===== src/rtl/core/nbtp_pkg.sv =====
package nbtp_pkg;

    localparam int MAX_DEPTH = 16;
    localparam int DW = $clog2(MAX_DEPTH + 1);
    localparam int AW = $clog2(MAX_DEPTH);

    localparam logic [3:0] ROLE_TYPE = 4'd0;
    localparam logic [3:0] ROLE_NAMELEN = 4'd1;
    localparam logic [3:0] ROLE_NAMECHAR = 4'd2;
    localparam logic [3:0] ROLE_SCALAR = 4'd3;
    localparam logic [3:0] ROLE_LISTTYPE = 4'd4;
    localparam logic [3:0] ROLE_COUNT = 4'd5;
    localparam logic [3:0] ROLE_ARRBYTE = 4'd6;
    localparam logic [3:0] ROLE_STRLEN = 4'd7;
    localparam logic [3:0] ROLE_STRCHAR = 4'd8;
    localparam logic [3:0] ROLE_END = 4'd9;
    localparam logic [3:0] ROLE_IGNORED = 4'd10;

    localparam logic [1:0] ERR_NONE = 2'd0;
    localparam logic [1:0] ERR_ROOT = 2'd1;
    localparam logic [1:0] ERR_TYPE = 2'd2;
    localparam logic [1:0] ERR_DEEP = 2'd3;

    localparam logic [3:0] K_END = 4'd0;
    localparam logic [3:0] K_BYTE = 4'd1;
    localparam logic [3:0] K_SHORT = 4'd2;
    localparam logic [3:0] K_INT = 4'd3;
    localparam logic [3:0] K_LONG = 4'd4;
    localparam logic [3:0] K_FLOAT = 4'd5;
    localparam logic [3:0] K_DOUBLE = 4'd6;
    localparam logic [3:0] K_BARR = 4'd7;
    localparam logic [3:0] K_STRING = 4'd8;
    localparam logic [3:0] K_LIST = 4'd9;
    localparam logic [3:0] K_COMPOUND = 4'd10;
    localparam logic [3:0] K_IARR = 4'd11;

    typedef struct packed {
        logic [3:0]  byte_role;
        logic [3:0]  tag_kind;
        logic [4:0]  nest_depth;
        logic [63:0] value_bits;
        logic        value_valid;
        logic [4:0]  frames_closed;
        logic        document_done;
        logic [1:0]  error_code;
    } result_t;

    typedef struct packed {
        logic        is_list;
        logic [3:0]  elem;
        logic [31:0] rem;
    } frame_t;

endpackage


===== src/rtl/core/nbtp_in_fifo.sv =====
// two-entry input queue between the port and the parser engine
module nbtp_in_fifo (
    input  logic       clk,
    input  logic       rst_n,
    input  logic       push,
    input  logic [7:0] wdata,
    output logic       full,
    input  logic       rd,
    output logic       avail,
    output logic [7:0] rdata
);
    import nbtp_pkg::*;

    logic [7:0] mem_reg [2];
    logic       wp_reg;
    logic       rp_reg;
    logic [1:0] cnt_reg;

    assign full  = (cnt_reg == 2'd2);
    assign avail = (cnt_reg != 2'd0);
    assign rdata = mem_reg[rp_reg];

    always_ff @(posedge clk)
    begin
        if (push && !full)
        begin
            mem_reg[wp_reg] <= wdata;
        end
    end

    always_ff @(posedge clk or negedge rst_n)
    begin
        if (!rst_n)
        begin
            wp_reg  <= 1'b0;
            rp_reg  <= 1'b0;
            cnt_reg <= 2'd0;
        end
        else
        begin
            if (push && !full)
            begin
                wp_reg <= !wp_reg;
            end
            if (rd && avail)
            begin
                rp_reg <= !rp_reg;
            end
            cnt_reg <= cnt_reg + 2'(push && !full) - 2'(rd && avail);
        end
    end
endmodule


===== src/rtl/core/nbtp_engine.sv =====
// parser engine: one byte in, one result out; list completion walks the
// frame stack one frame a cycle
module nbtp_engine (
    input  logic              clk,
    input  logic              rst_n,
    input  logic              cfg_we,
    input  logic [4:0]        cfg_wdata,
    input  logic              in_avail,
    input  logic [7:0]        in_byte,
    output logic              in_rd,
    output logic              res_valid,
    output nbtp_pkg::result_t res,
    input  logic              res_ready
);
    import nbtp_pkg::*;

    typedef enum logic [3:0] {
        PH_ROOT, PH_TYPE, PH_NAMELEN, PH_NAMECHAR, PH_SCALAR, PH_LISTTYPE,
        PH_COUNT, PH_ARRBYTE, PH_INTELEM, PH_STRLEN, PH_STRCHAR, PH_HALT
    } phase_t;

    typedef enum logic [1:0] {
        ST_IDLE, ST_FIN, ST_START
    } seq_t;

    frame_t       stack_mem [MAX_DEPTH];
    phase_t       ph_reg;
    seq_t         seq_reg;
    logic [3:0]   kind_reg;
    logic [3:0]   left_reg;
    logic [63:0]  acc_reg;
    logic [31:0]  run_reg;
    logic [DW-1:0] sp_reg;
    logic [1:0]   err_reg;
    logic [4:0]   lim_reg;
    logic [3:0]   start_kind_reg;
    result_t      pend_reg;
    logic         res_valid_reg;
    result_t      res_reg;
    frame_t       top;
    logic [4:0]   lim_eff;
    logic [63:0]  acc_sh;
    logic [31:0]  cnt_n;
    logic [AW-1:0] top_idx;

    assign lim_eff = (lim_reg > 5'(MAX_DEPTH)) ? 5'(MAX_DEPTH) : lim_reg;
    assign top_idx = AW'(sp_reg - DW'(1));
    assign top     = stack_mem[top_idx];
    assign acc_sh  = {acc_reg[55:0], in_byte};
    assign cnt_n   = acc_sh[31] ? 32'd0 : acc_sh[31:0];
    assign in_rd   = (seq_reg == ST_IDLE) && in_avail && (!res_valid_reg || res_ready);
    assign res_valid = res_valid_reg;
    assign res     = res_reg;

    function automatic logic [63:0] sext_val(logic [3:0] k, logic [63:0] v);
        logic [63:0] r;
        begin
            r = v;
            if (k == K_BYTE) r = {{56{v[7]}}, v[7:0]};
            else if (k == K_SHORT) r = {{48{v[15]}}, v[15:0]};
            else if (k == K_INT || k == K_IARR) r = {{32{v[31]}}, v[31:0]};
            else if (k == K_FLOAT) r = {32'd0, v[31:0]};
            return r;
        end
    endfunction

    always_ff @(posedge clk)
    begin
        if (seq_reg == ST_IDLE && in_rd && ph_reg == PH_COUNT && left_reg == 4'd1
            && kind_reg == K_LIST && run_reg[7:0] != 8'd0 && cnt_n != 32'd0
            && run_reg[7:0] <= 8'd11 && 5'(sp_reg) < lim_eff && err_reg == ERR_NONE)
        begin
            stack_mem[AW'(sp_reg)] <= '{1'b1, run_reg[3:0], cnt_n};
        end
        else if (seq_reg == ST_START && start_kind_reg == K_COMPOUND
                 && 5'(sp_reg) < lim_eff)
        begin
            stack_mem[AW'(sp_reg)] <= '{1'b0, 4'd0, 32'd0};
        end
        else if (seq_reg == ST_FIN && sp_reg != '0 && top.is_list && top.rem != 32'd1)
        begin
            stack_mem[top_idx].rem <= top.rem - 32'd1;
        end
    end

    always_ff @(posedge clk or negedge rst_n)
    begin
        if (!rst_n)
        begin
            ph_reg         <= PH_ROOT;
            seq_reg        <= ST_IDLE;
            kind_reg       <= '0;
            left_reg       <= '0;
            acc_reg        <= '0;
            run_reg        <= '0;
            sp_reg         <= '0;
            err_reg        <= ERR_NONE;
            lim_reg        <= 5'd16;
            start_kind_reg <= '0;
            pend_reg       <= '0;
            res_valid_reg  <= 1'b0;
            res_reg        <= '0;
        end
        else
        begin : eng
            result_t     r;
            result_t     ro;
            logic        rvo;
            logic [1:0]  eo;
            logic        fin;
            logic        st;
            logic [3:0]  sk;
            r    = '0;
            ro   = res_reg;
            rvo  = res_valid_reg && !res_ready;
            eo   = err_reg;
            fin  = 1'b0;
            st   = 1'b0;
            sk   = '0;
            if (cfg_we)
            begin
                lim_reg <= cfg_wdata;
            end
            unique case (seq_reg)
                ST_IDLE:
                begin
                    if (in_rd)
                    begin
                        r.byte_role = ROLE_IGNORED;
                        r.tag_kind  = kind_reg;
                        unique case (ph_reg)
                            PH_ROOT:
                            begin
                                r.byte_role = ROLE_TYPE;
                                r.tag_kind  = (in_byte <= 8'd11) ? in_byte[3:0] : 4'd0;
                                if (in_byte != 8'd10)
                                begin
                                    if (eo == ERR_NONE) eo = ERR_ROOT;
                                    ph_reg <= PH_HALT;
                                end
                                else
                                begin
                                    kind_reg <= K_COMPOUND;
                                    ph_reg   <= PH_NAMELEN;
                                    left_reg <= 4'd2;
                                    acc_reg  <= '0;
                                end
                            end
                            PH_TYPE:
                            begin
                                r.byte_role = ROLE_TYPE;
                                if (in_byte == 8'd0)
                                begin
                                    r.byte_role = ROLE_END;
                                    r.tag_kind  = K_END;
                                    r.frames_closed = 5'd1;
                                    if (sp_reg != '0) sp_reg <= sp_reg - DW'(1);
                                    fin = 1'b1;
                                end
                                else if (in_byte > 8'd11)
                                begin
                                    r.tag_kind = K_END;
                                    if (eo == ERR_NONE) eo = ERR_TYPE;
                                    ph_reg <= PH_HALT;
                                end
                                else
                                begin
                                    r.tag_kind = in_byte[3:0];
                                    kind_reg <= in_byte[3:0];
                                    ph_reg   <= PH_NAMELEN;
                                    left_reg <= 4'd2;
                                    acc_reg  <= '0;
                                end
                            end
                            PH_NAMELEN:
                            begin
                                r.byte_role = ROLE_NAMELEN;
                                acc_reg  <= acc_sh;
                                left_reg <= left_reg - 4'd1;
                                if (left_reg == 4'd1)
                                begin
                                    run_reg <= {16'd0, acc_sh[15:0]};
                                    if (acc_sh[15:0] == 16'd0)
                                    begin
                                        st = 1'b1;
                                        sk = kind_reg;
                                    end
                                    else ph_reg <= PH_NAMECHAR;
                                end
                            end
                            PH_NAMECHAR:
                            begin
                                r.byte_role = ROLE_NAMECHAR;
                                run_reg <= run_reg - 32'd1;
                                if (run_reg == 32'd1)
                                begin
                                    st = 1'b1;
                                    sk = kind_reg;
                                end
                            end
                            PH_SCALAR:
                            begin
                                r.byte_role = ROLE_SCALAR;
                                acc_reg  <= acc_sh;
                                left_reg <= left_reg - 4'd1;
                                if (left_reg == 4'd1)
                                begin
                                    r.value_valid = 1'b1;
                                    r.value_bits  = sext_val(kind_reg, acc_sh);
                                    fin = 1'b1;
                                end
                            end
                            PH_LISTTYPE:
                            begin
                                r.byte_role = ROLE_LISTTYPE;
                                run_reg  <= {24'd0, in_byte};
                                ph_reg   <= PH_COUNT;
                                left_reg <= 4'd4;
                                acc_reg  <= '0;
                            end
                            PH_COUNT:
                            begin
                                r.byte_role = ROLE_COUNT;
                                acc_reg  <= acc_sh;
                                left_reg <= left_reg - 4'd1;
                                if (left_reg == 4'd1)
                                begin
                                    if (kind_reg == K_LIST)
                                    begin
                                        if (run_reg[7:0] == 8'd0 || cnt_n == 32'd0)
                                            fin = 1'b1;
                                        else if (run_reg[7:0] > 8'd11)
                                        begin
                                            if (eo == ERR_NONE) eo = ERR_TYPE;
                                            ph_reg <= PH_HALT;
                                        end
                                        else if (5'(sp_reg) >= lim_eff)
                                        begin
                                            if (eo == ERR_NONE) eo = ERR_DEEP;
                                            ph_reg <= PH_HALT;
                                        end
                                        else
                                        begin
                                            sp_reg <= sp_reg + DW'(1);
                                            st = 1'b1;
                                            sk = run_reg[3:0];
                                        end
                                    end
                                    else if (cnt_n == 32'd0)
                                        fin = 1'b1;
                                    else
                                    begin
                                        run_reg  <= cnt_n;
                                        acc_reg  <= '0;
                                        left_reg <= 4'd4;
                                        ph_reg   <= (kind_reg == K_IARR) ? PH_INTELEM
                                                                         : PH_ARRBYTE;
                                    end
                                end
                            end
                            PH_ARRBYTE:
                            begin
                                r.byte_role = ROLE_ARRBYTE;
                                run_reg <= run_reg - 32'd1;
                                if (run_reg == 32'd1) fin = 1'b1;
                            end
                            PH_INTELEM:
                            begin
                                r.byte_role = ROLE_ARRBYTE;
                                acc_reg  <= acc_sh;
                                left_reg <= left_reg - 4'd1;
                                if (left_reg == 4'd1)
                                begin
                                    r.value_valid = 1'b1;
                                    r.value_bits  = sext_val(K_INT, acc_sh);
                                    acc_reg  <= '0;
                                    left_reg <= 4'd4;
                                    run_reg  <= run_reg - 32'd1;
                                    if (run_reg == 32'd1) fin = 1'b1;
                                end
                            end
                            PH_STRLEN:
                            begin
                                r.byte_role = ROLE_STRLEN;
                                acc_reg  <= acc_sh;
                                left_reg <= left_reg - 4'd1;
                                if (left_reg == 4'd1)
                                begin
                                    run_reg <= {16'd0, acc_sh[15:0]};
                                    if (acc_sh[15:0] == 16'd0) fin = 1'b1;
                                    else ph_reg <= PH_STRCHAR;
                                end
                            end
                            PH_STRCHAR:
                            begin
                                r.byte_role = ROLE_STRCHAR;
                                run_reg <= run_reg - 32'd1;
                                if (run_reg == 32'd1) fin = 1'b1;
                            end
                            default:
                            begin
                                r.byte_role = ROLE_IGNORED;
                                r.tag_kind  = K_END;
                                ph_reg      <= PH_HALT;
                            end
                        endcase
                        if (fin)
                        begin
                            seq_reg  <= ST_FIN;
                            pend_reg <= r;
                        end
                        else if (st)
                        begin
                            seq_reg        <= ST_START;
                            start_kind_reg <= sk;
                            pend_reg       <= r;
                        end
                        else
                        begin
                            // error raised on this byte shows in the result
                            r.nest_depth = 5'(sp_reg);
                            r.error_code = eo;
                            ro  = r;
                            rvo = 1'b1;
                        end
                    end
                end
                ST_FIN:
                begin
                    // one frame per cycle
                    if (sp_reg == '0)
                    begin
                        pend_reg.document_done <= 1'b1;
                        ph_reg   <= PH_ROOT;
                        kind_reg <= '0;
                        seq_reg  <= ST_IDLE;
                        ro  = '{pend_reg.byte_role, pend_reg.tag_kind, 5'd0,
                                pend_reg.value_bits, pend_reg.value_valid,
                                pend_reg.frames_closed, 1'b1, err_reg};
                        rvo = 1'b1;
                    end
                    else if (!top.is_list)
                    begin
                        ph_reg   <= PH_TYPE;
                        kind_reg <= K_COMPOUND;
                        seq_reg  <= ST_IDLE;
                        ro  = '{pend_reg.byte_role, pend_reg.tag_kind, 5'(sp_reg),
                                pend_reg.value_bits, pend_reg.value_valid,
                                pend_reg.frames_closed, 1'b0, err_reg};
                        rvo = 1'b1;
                    end
                    else if (top.rem == 32'd1)
                    begin
                        sp_reg <= sp_reg - DW'(1);
                        pend_reg.frames_closed <= pend_reg.frames_closed + 5'd1;
                    end
                    else
                    begin
                        seq_reg        <= ST_START;
                        start_kind_reg <= top.elem;
                    end
                end
                ST_START:
                begin
                    kind_reg <= start_kind_reg;
                    acc_reg  <= '0;
                    seq_reg  <= ST_IDLE;
                    rvo = 1'b1;
                    ro  = '{pend_reg.byte_role, pend_reg.tag_kind, 5'(sp_reg),
                            pend_reg.value_bits, pend_reg.value_valid,
                            pend_reg.frames_closed, 1'b0, err_reg};
                    case (start_kind_reg)
                        K_BYTE, K_SHORT, K_INT, K_LONG, K_FLOAT, K_DOUBLE:
                        begin
                            ph_reg <= PH_SCALAR;
                            unique case (start_kind_reg)
                                K_BYTE:  left_reg <= 4'd1;
                                K_SHORT: left_reg <= 4'd2;
                                K_LONG, K_DOUBLE: left_reg <= 4'd8;
                                default: left_reg <= 4'd4;
                            endcase
                        end
                        K_BARR, K_IARR:
                        begin
                            ph_reg   <= PH_COUNT;
                            left_reg <= 4'd4;
                        end
                        K_STRING:
                        begin
                            ph_reg   <= PH_STRLEN;
                            left_reg <= 4'd2;
                        end
                        K_LIST: ph_reg <= PH_LISTTYPE;
                        K_COMPOUND:
                        begin
                            if (5'(sp_reg) < lim_eff)
                            begin
                                sp_reg <= sp_reg + DW'(1);
                                ph_reg <= PH_TYPE;
                                ro.nest_depth = 5'(sp_reg) + 5'd1;
                            end
                            else
                            begin
                                if (eo == ERR_NONE)
                                begin
                                    eo = ERR_DEEP;
                                    ro.error_code = ERR_DEEP;
                                end
                                ph_reg <= PH_HALT;
                            end
                        end
                        default:
                        begin
                            if (eo == ERR_NONE)
                            begin
                                eo = ERR_TYPE;
                                ro.error_code = ERR_TYPE;
                            end
                            ph_reg <= PH_HALT;
                        end
                    endcase
                end
                default: seq_reg <= ST_IDLE;
            endcase
            res_reg       <= ro;
            res_valid_reg <= rvo;
            err_reg       <= eo;
        end
    end
endmodule


===== src/rtl/core/nbtp_out_fifo.sv =====
// two-entry result queue
module nbtp_out_fifo (
    input  logic              clk,
    input  logic              rst_n,
    input  logic              wr,
    input  nbtp_pkg::result_t wdata,
    output logic              ready,
    input  logic              pop,
    output logic              empty,
    output nbtp_pkg::result_t rdata
);
    import nbtp_pkg::*;

    result_t    mem_reg [2];
    logic       wp_reg;
    logic       rp_reg;
    logic [1:0] cnt_reg;

    assign ready = (cnt_reg != 2'd2);
    assign empty = (cnt_reg == 2'd0);
    assign rdata = mem_reg[rp_reg];

    always_ff @(posedge clk)
    begin
        if (wr && ready)
        begin
            mem_reg[wp_reg] <= wdata;
        end
    end

    always_ff @(posedge clk or negedge rst_n)
    begin
        if (!rst_n)
        begin
            wp_reg  <= 1'b0;
            rp_reg  <= 1'b0;
            cnt_reg <= 2'd0;
        end
        else
        begin
            if (wr && ready) wp_reg <= !wp_reg;
            if (pop && !empty) rp_reg <= !rp_reg;
            cnt_reg <= cnt_reg + 2'(wr && ready) - 2'(pop && !empty);
        end
    end
endmodule


===== src/rtl/core/named_binary_tag_stream_parser.sv =====
// path: a byte goes through the input queue, the engine result register
// and the result queue; a byte that ends a tag also passes the finish
// state, once more per list frame it closes, and starting a body or the
// next list element passes the start state; throughput: one byte per cycle
// on plain bytes while the result queue has room, and none in those states
// reset: rst_n clears all control state asynchronously; depth_limit goes to 16
module named_binary_tag_stream_parser (
    input  logic        clk,
    input  logic        rst_n,
    input  logic        push,
    input  logic [7:0]  data_byte,
    output logic        full,
    input  logic        cfg_we,
    input  logic [4:0]  depth_limit,
    output logic        empty,
    input  logic        pop,
    output logic [3:0]  byte_role,
    output logic [3:0]  tag_kind,
    output logic [4:0]  nest_depth,
    output logic [63:0] value_bits,
    output logic        value_valid,
    output logic [4:0]  frames_closed,
    output logic        document_done,
    output logic [1:0]  error_code
);
    import nbtp_pkg::*;

    logic    avail;
    logic    rd;
    logic [7:0] b;
    logic    rv;
    result_t r;
    result_t q;
    logic    rdy;
    logic    ov;

    nbtp_in_fifo u_in (
        .clk(clk), .rst_n(rst_n), .push(push), .wdata(data_byte), .full(full),
        .rd(rd), .avail(avail), .rdata(b)
    );

    nbtp_engine u_eng (
        .clk(clk), .rst_n(rst_n), .cfg_we(cfg_we), .cfg_wdata(depth_limit),
        .in_avail(avail), .in_byte(b), .in_rd(rd), .res_valid(rv), .res(r),
        .res_ready(ov)
    );

    // engine holds one result; forward it only once the queue has room
    assign ov = rdy;

    nbtp_out_fifo u_out (
        .clk(clk), .rst_n(rst_n), .wr(rv), .wdata(r), .ready(rdy),
        .pop(pop), .empty(empty), .rdata(q)
    );

    assign byte_role     = q.byte_role;
    assign tag_kind      = q.tag_kind;
    assign nest_depth    = q.nest_depth;
    assign value_bits    = q.value_bits;
    assign value_valid   = q.value_valid;
    assign frames_closed = q.frames_closed;
    assign document_done = q.document_done;
    assign error_code    = q.error_code;
endmodule


===== config.mk =====
export PLATFORM = sky130hd
export DESIGN_NAME = named_binary_tag_stream_parser
export DESIGN_NICKNAME = d
export VERILOG_FILES = /design/src/rtl/core/nbtp_pkg.sv /design/src/rtl/core/nbtp_in_fifo.sv /design/src/rtl/core/nbtp_engine.sv /design/src/rtl/core/nbtp_out_fifo.sv /design/src/rtl/core/named_binary_tag_stream_parser.sv
export SDC_FILE = /design/constraint.sdc
export NUM_CORES = 2
export LEC_CHECK = 0
export BUFFER_PORTS_ARGS = -buffer_cell sky130_fd_sc_hd__clkbuf_2
export CAP_MARGIN = 10
export CELL_PAD_IN_SITES_DETAIL_PLACEMENT = 1
export CELL_PAD_IN_SITES_GLOBAL_PLACEMENT = 2
export CORE_UTILIZATION = 41
export CTS_CLUSTER_DIAMETER = 150
export CTS_CLUSTER_SIZE = 24
export DETAILED_ROUTE_END_ITERATION = 12
export HOLD_SLACK_MARGIN = 0.12
export PLACE_DENSITY_LB_ADDON = 0.08
export SETUP_SLACK_MARGIN = 0.2
export SYNTH_ARGS = -nofsm -noshare
export SYNTH_HDL_FRONTEND = slang
export SYNTH_SLANG_ARGS = --single-unit

===== constraint.sdc =====
create_clock -name clk -period 5.1 [get_ports clk]
set_clock_uncertainty 0.15 [all_clocks]
set_input_delay 0.255 -clock clk [delete_from_list [all_inputs] [get_ports clk]]
set_output_delay 0.255 -clock clk [all_outputs]
set_load 0.05 [all_outputs]

==> flow_metrics.py <==
metrics = {
    "run_status": {
        "status": "finished clean",
    },
    "detailed_routing": {
        "via_per_inst": 5.69,
        "dr.pass1.iters": 7,
        "avgRoutedWirePerCell_um": 25.8,
        "postRouteAntennaNets": 0,
        "remaining_drc_errors": 0,
        "drt_iter0_markers": 2033,
        "vias": 28489,
        "drt_wl_total_um": 129000,
    },
    "synth": {
        "synth-main-ff-cell": "edfxtp_1",
        "post-synth-top-count-cell": "edfxtp_1",
        "synth_seq_area_share": 0.667,
        "synth.top_cells.by_count": "780 x edfxtp_1, 301 x a21oi_1, 290 x dfrtp_1, 287 x nand2_1, 281 x nor2_1",
        "yosys.area.top_type": "edfxtp_1",
        "synth_edf_count": 780,
        "yosys_register_bits": 1071,
        "syn_inst": 3292,
        "syn_avg_cell_area_um2": 14.0,
        "synth_cell_types": 95,
        "yosys-top-cells-area": "edfxtp_1 51%, dfrtp_1 16%, mux4_2 7.2%",
        "async_flop_share": 0.272,
        "syn_nets": 3333,
        "synth_top_area_share": 0.509,
        "ys_warn_count": 0,
        "syn_area_um2": 46000,
    },
    "worst_hold_path": {
        "whs_path_depth": 2,
        "min_path_type": "in2reg",
    },
    "placed_design": {
        "portBuffers": 105,
        "dp_hpwl_um": 83400,
        "placedCellCount": 4871,
        "gp_congestion": 0.844,
        "place_area_um2": 49700,
    },
    "worst_setup_path": {
        "cp_cell_sequence": "buf_4 > buf_16 > mux4_2 > mux4_2 > nor3_1 > and2_1 > nand4_4 > buf_4 > or2_4 > a221oi_4 > buf_12 > o2bb2ai_1 > buf_4",
        "critPathTopFamily": "buffers and inverters",
        "crit_buf_inv": 5,
        "ff2ff_path_depth": 13,
        "critPathLaunchType": "register",
        "critPathRequiredTime_ns": 5.49,
        "cp.depth": 13,
        "arrival_ns": 5.16,
        "path_class": "reg2reg",
        "cp-end-kind": "register",
        "critPathMaxStageDelay_ns": 0.55,
        "path_max_fanout": 29,
        "path_common_cell": "buf_4",
        "slowest_stage": "mux4_2",
    },
    "cts": {
        "cts_buffers": 50,
        "insertion_delay_ns": 0.71,
        "cts_tree": "done",
        "clk_pin_slew_ns": 0.11,
        "cts.sinks": 1071,
        "cts-root-buf": "clkbuf_16",
        "cts_max_level": 2,
        "clockBufferDepth": 3,
    },
    "die": {
        "core-area_um2": 111000,
        "start_util": 0.415,
        "ioPinCount": 106,
        "fp-row-count": 122,
        "die_y_um": 337,
        "die-area_um2": 114000,
        "die_w_um": 337,
    },
    "power": {
        "p_per_area_nw_per_um2": 615,
        "ir_worst_vdd_uv": 363,
        "p_leak_nw": 18.1,
        "power_mw": 31.8,
    },
    "timing": {
        "timing.final.crit_share": 0.936,
        "setup_viol": 0,
        "slew_headroom": 0.237,
        "maxSlewViolCount": 0,
        "fin_hold_ws_ns": 0.204,
        "min_period_ns": 4.77,
        "rsz0062_at_grt": "no",
        "max_freq_mhz": 210,
        "finalHoldViolCount": 0,
        "tightest_slew_ns": 1.15,
    },
    "flow_run": {
        "maxCapViolCount": 0,
    },
    "finish": {
        "nets": 3519,
        "syn_to_final_growth_pct": 12.4,
        "utilization": 0.466,
        "largest_register_ffs": 592,
        "instances_no_fill": 5008,
        "stdcell_area_um2": 51700,
        "layout-drive-gt1-share": 0.204,
    },
    "global_routing": {
        "grt_antenna_before_repair": 4,
        "track_usage": 0.227,
        "grt_overflow": 0,
        "grt_pass1_wl_um": 193000,
        "grt_pass1_vias": 29586,
        "grt_max_degree": 112,
    },
}
[where the power goes]
group          internal, mW  switching [mW]
clock network          1.93            2.79
registers              11.3           0.762
logic                  5.32            9.73
[final timing paths]
check,endpoint,slack (ns),from
max,u_eng.stack_mem[0][13],0.33,u_eng.sp_reg[0]
max reg2reg,u_eng.stack_mem[0][13],0.33,u_eng.sp_reg[0]
max in group asynchronous,u_eng.res[50],3.59,rst_n
min,u_in.mem_reg[0][6],0.20,data_byte[6]
min in group asynchronous,u_eng.lim_reg[1],0.59,rst_n
min reg2reg,u_out.mem_reg[0][33],0.33,u_eng.res[33]
[layout by cell type, fill, tap and decap left out, types with 44 or more instances in the layout]
cell	netlist	layout
mux2_2	106	106
edfxtp_1	780	780
clkbuf_16	0	53
nor2_1	281	257
a21oi_1	301	299
buf_4	8	165
nand2_1	287	287
dfrtp_1	290	288
mux4_2	148	148
mux2i_1	71	71
nor3_1	48	47
o21ai_0	255	255
clkbuf_2	0	104
buf_12	1	44
[kinds of logic after synthesis]
logic type               count (synthesis)  synth area share
buffers and inverters                  249            0.0246
XOR/XNOR                                48           0.00946
flip-flops                            1071             0.667
AND/OR/NAND/NOR                        787            0.0765
AO/OA/AOI/OAI                          789             0.103
adder cells (fa/ha/maj)                 23           0.00625
multiplexers                           325             0.114
[metal layers]
layer  vias to the layer above  wire [um]  GRT usage
li1                      12822          -          -
met1                     14960      57600      0.313
met2                       555      63700      0.385
met3                       152       4920     0.0259
met4                         0       3070     0.0551
met5                         -          0          0
[final cells by class]
class	instances	area, um2
multi-input cells	1972	14500
clock buffers	90	1430
fillers	11074	59200
diodes	1	2.50
well taps	1488	1860
clock inverters	3	41.3
flip-flops and latches	1071	30700
inverters	40	150
repair buffers	343	3030
[stage by stage]
step	setup slack, ns	TNS (ns)
2_1_floorplan	-0.0175	-2.36
3_3_place_gp	0.146	0
3_5_place_dp	-0.00380	-0.0936
4_1_cts	0.213	0
5_1_grt	0.207	0
6_report	0.327	0
[what timing repair did]
action / in CTS / in global routing
resized for setup: 22 / 6
hold buffers: 25 / 0
buffers inserted: 6 / 10
endpoints found under the hold margin: 316 / 0
cloned: 0 / 2
setup endpoints to repair: 396 / 984
pin swaps: 2 / 1
Power figures use the tool's default switching activity.
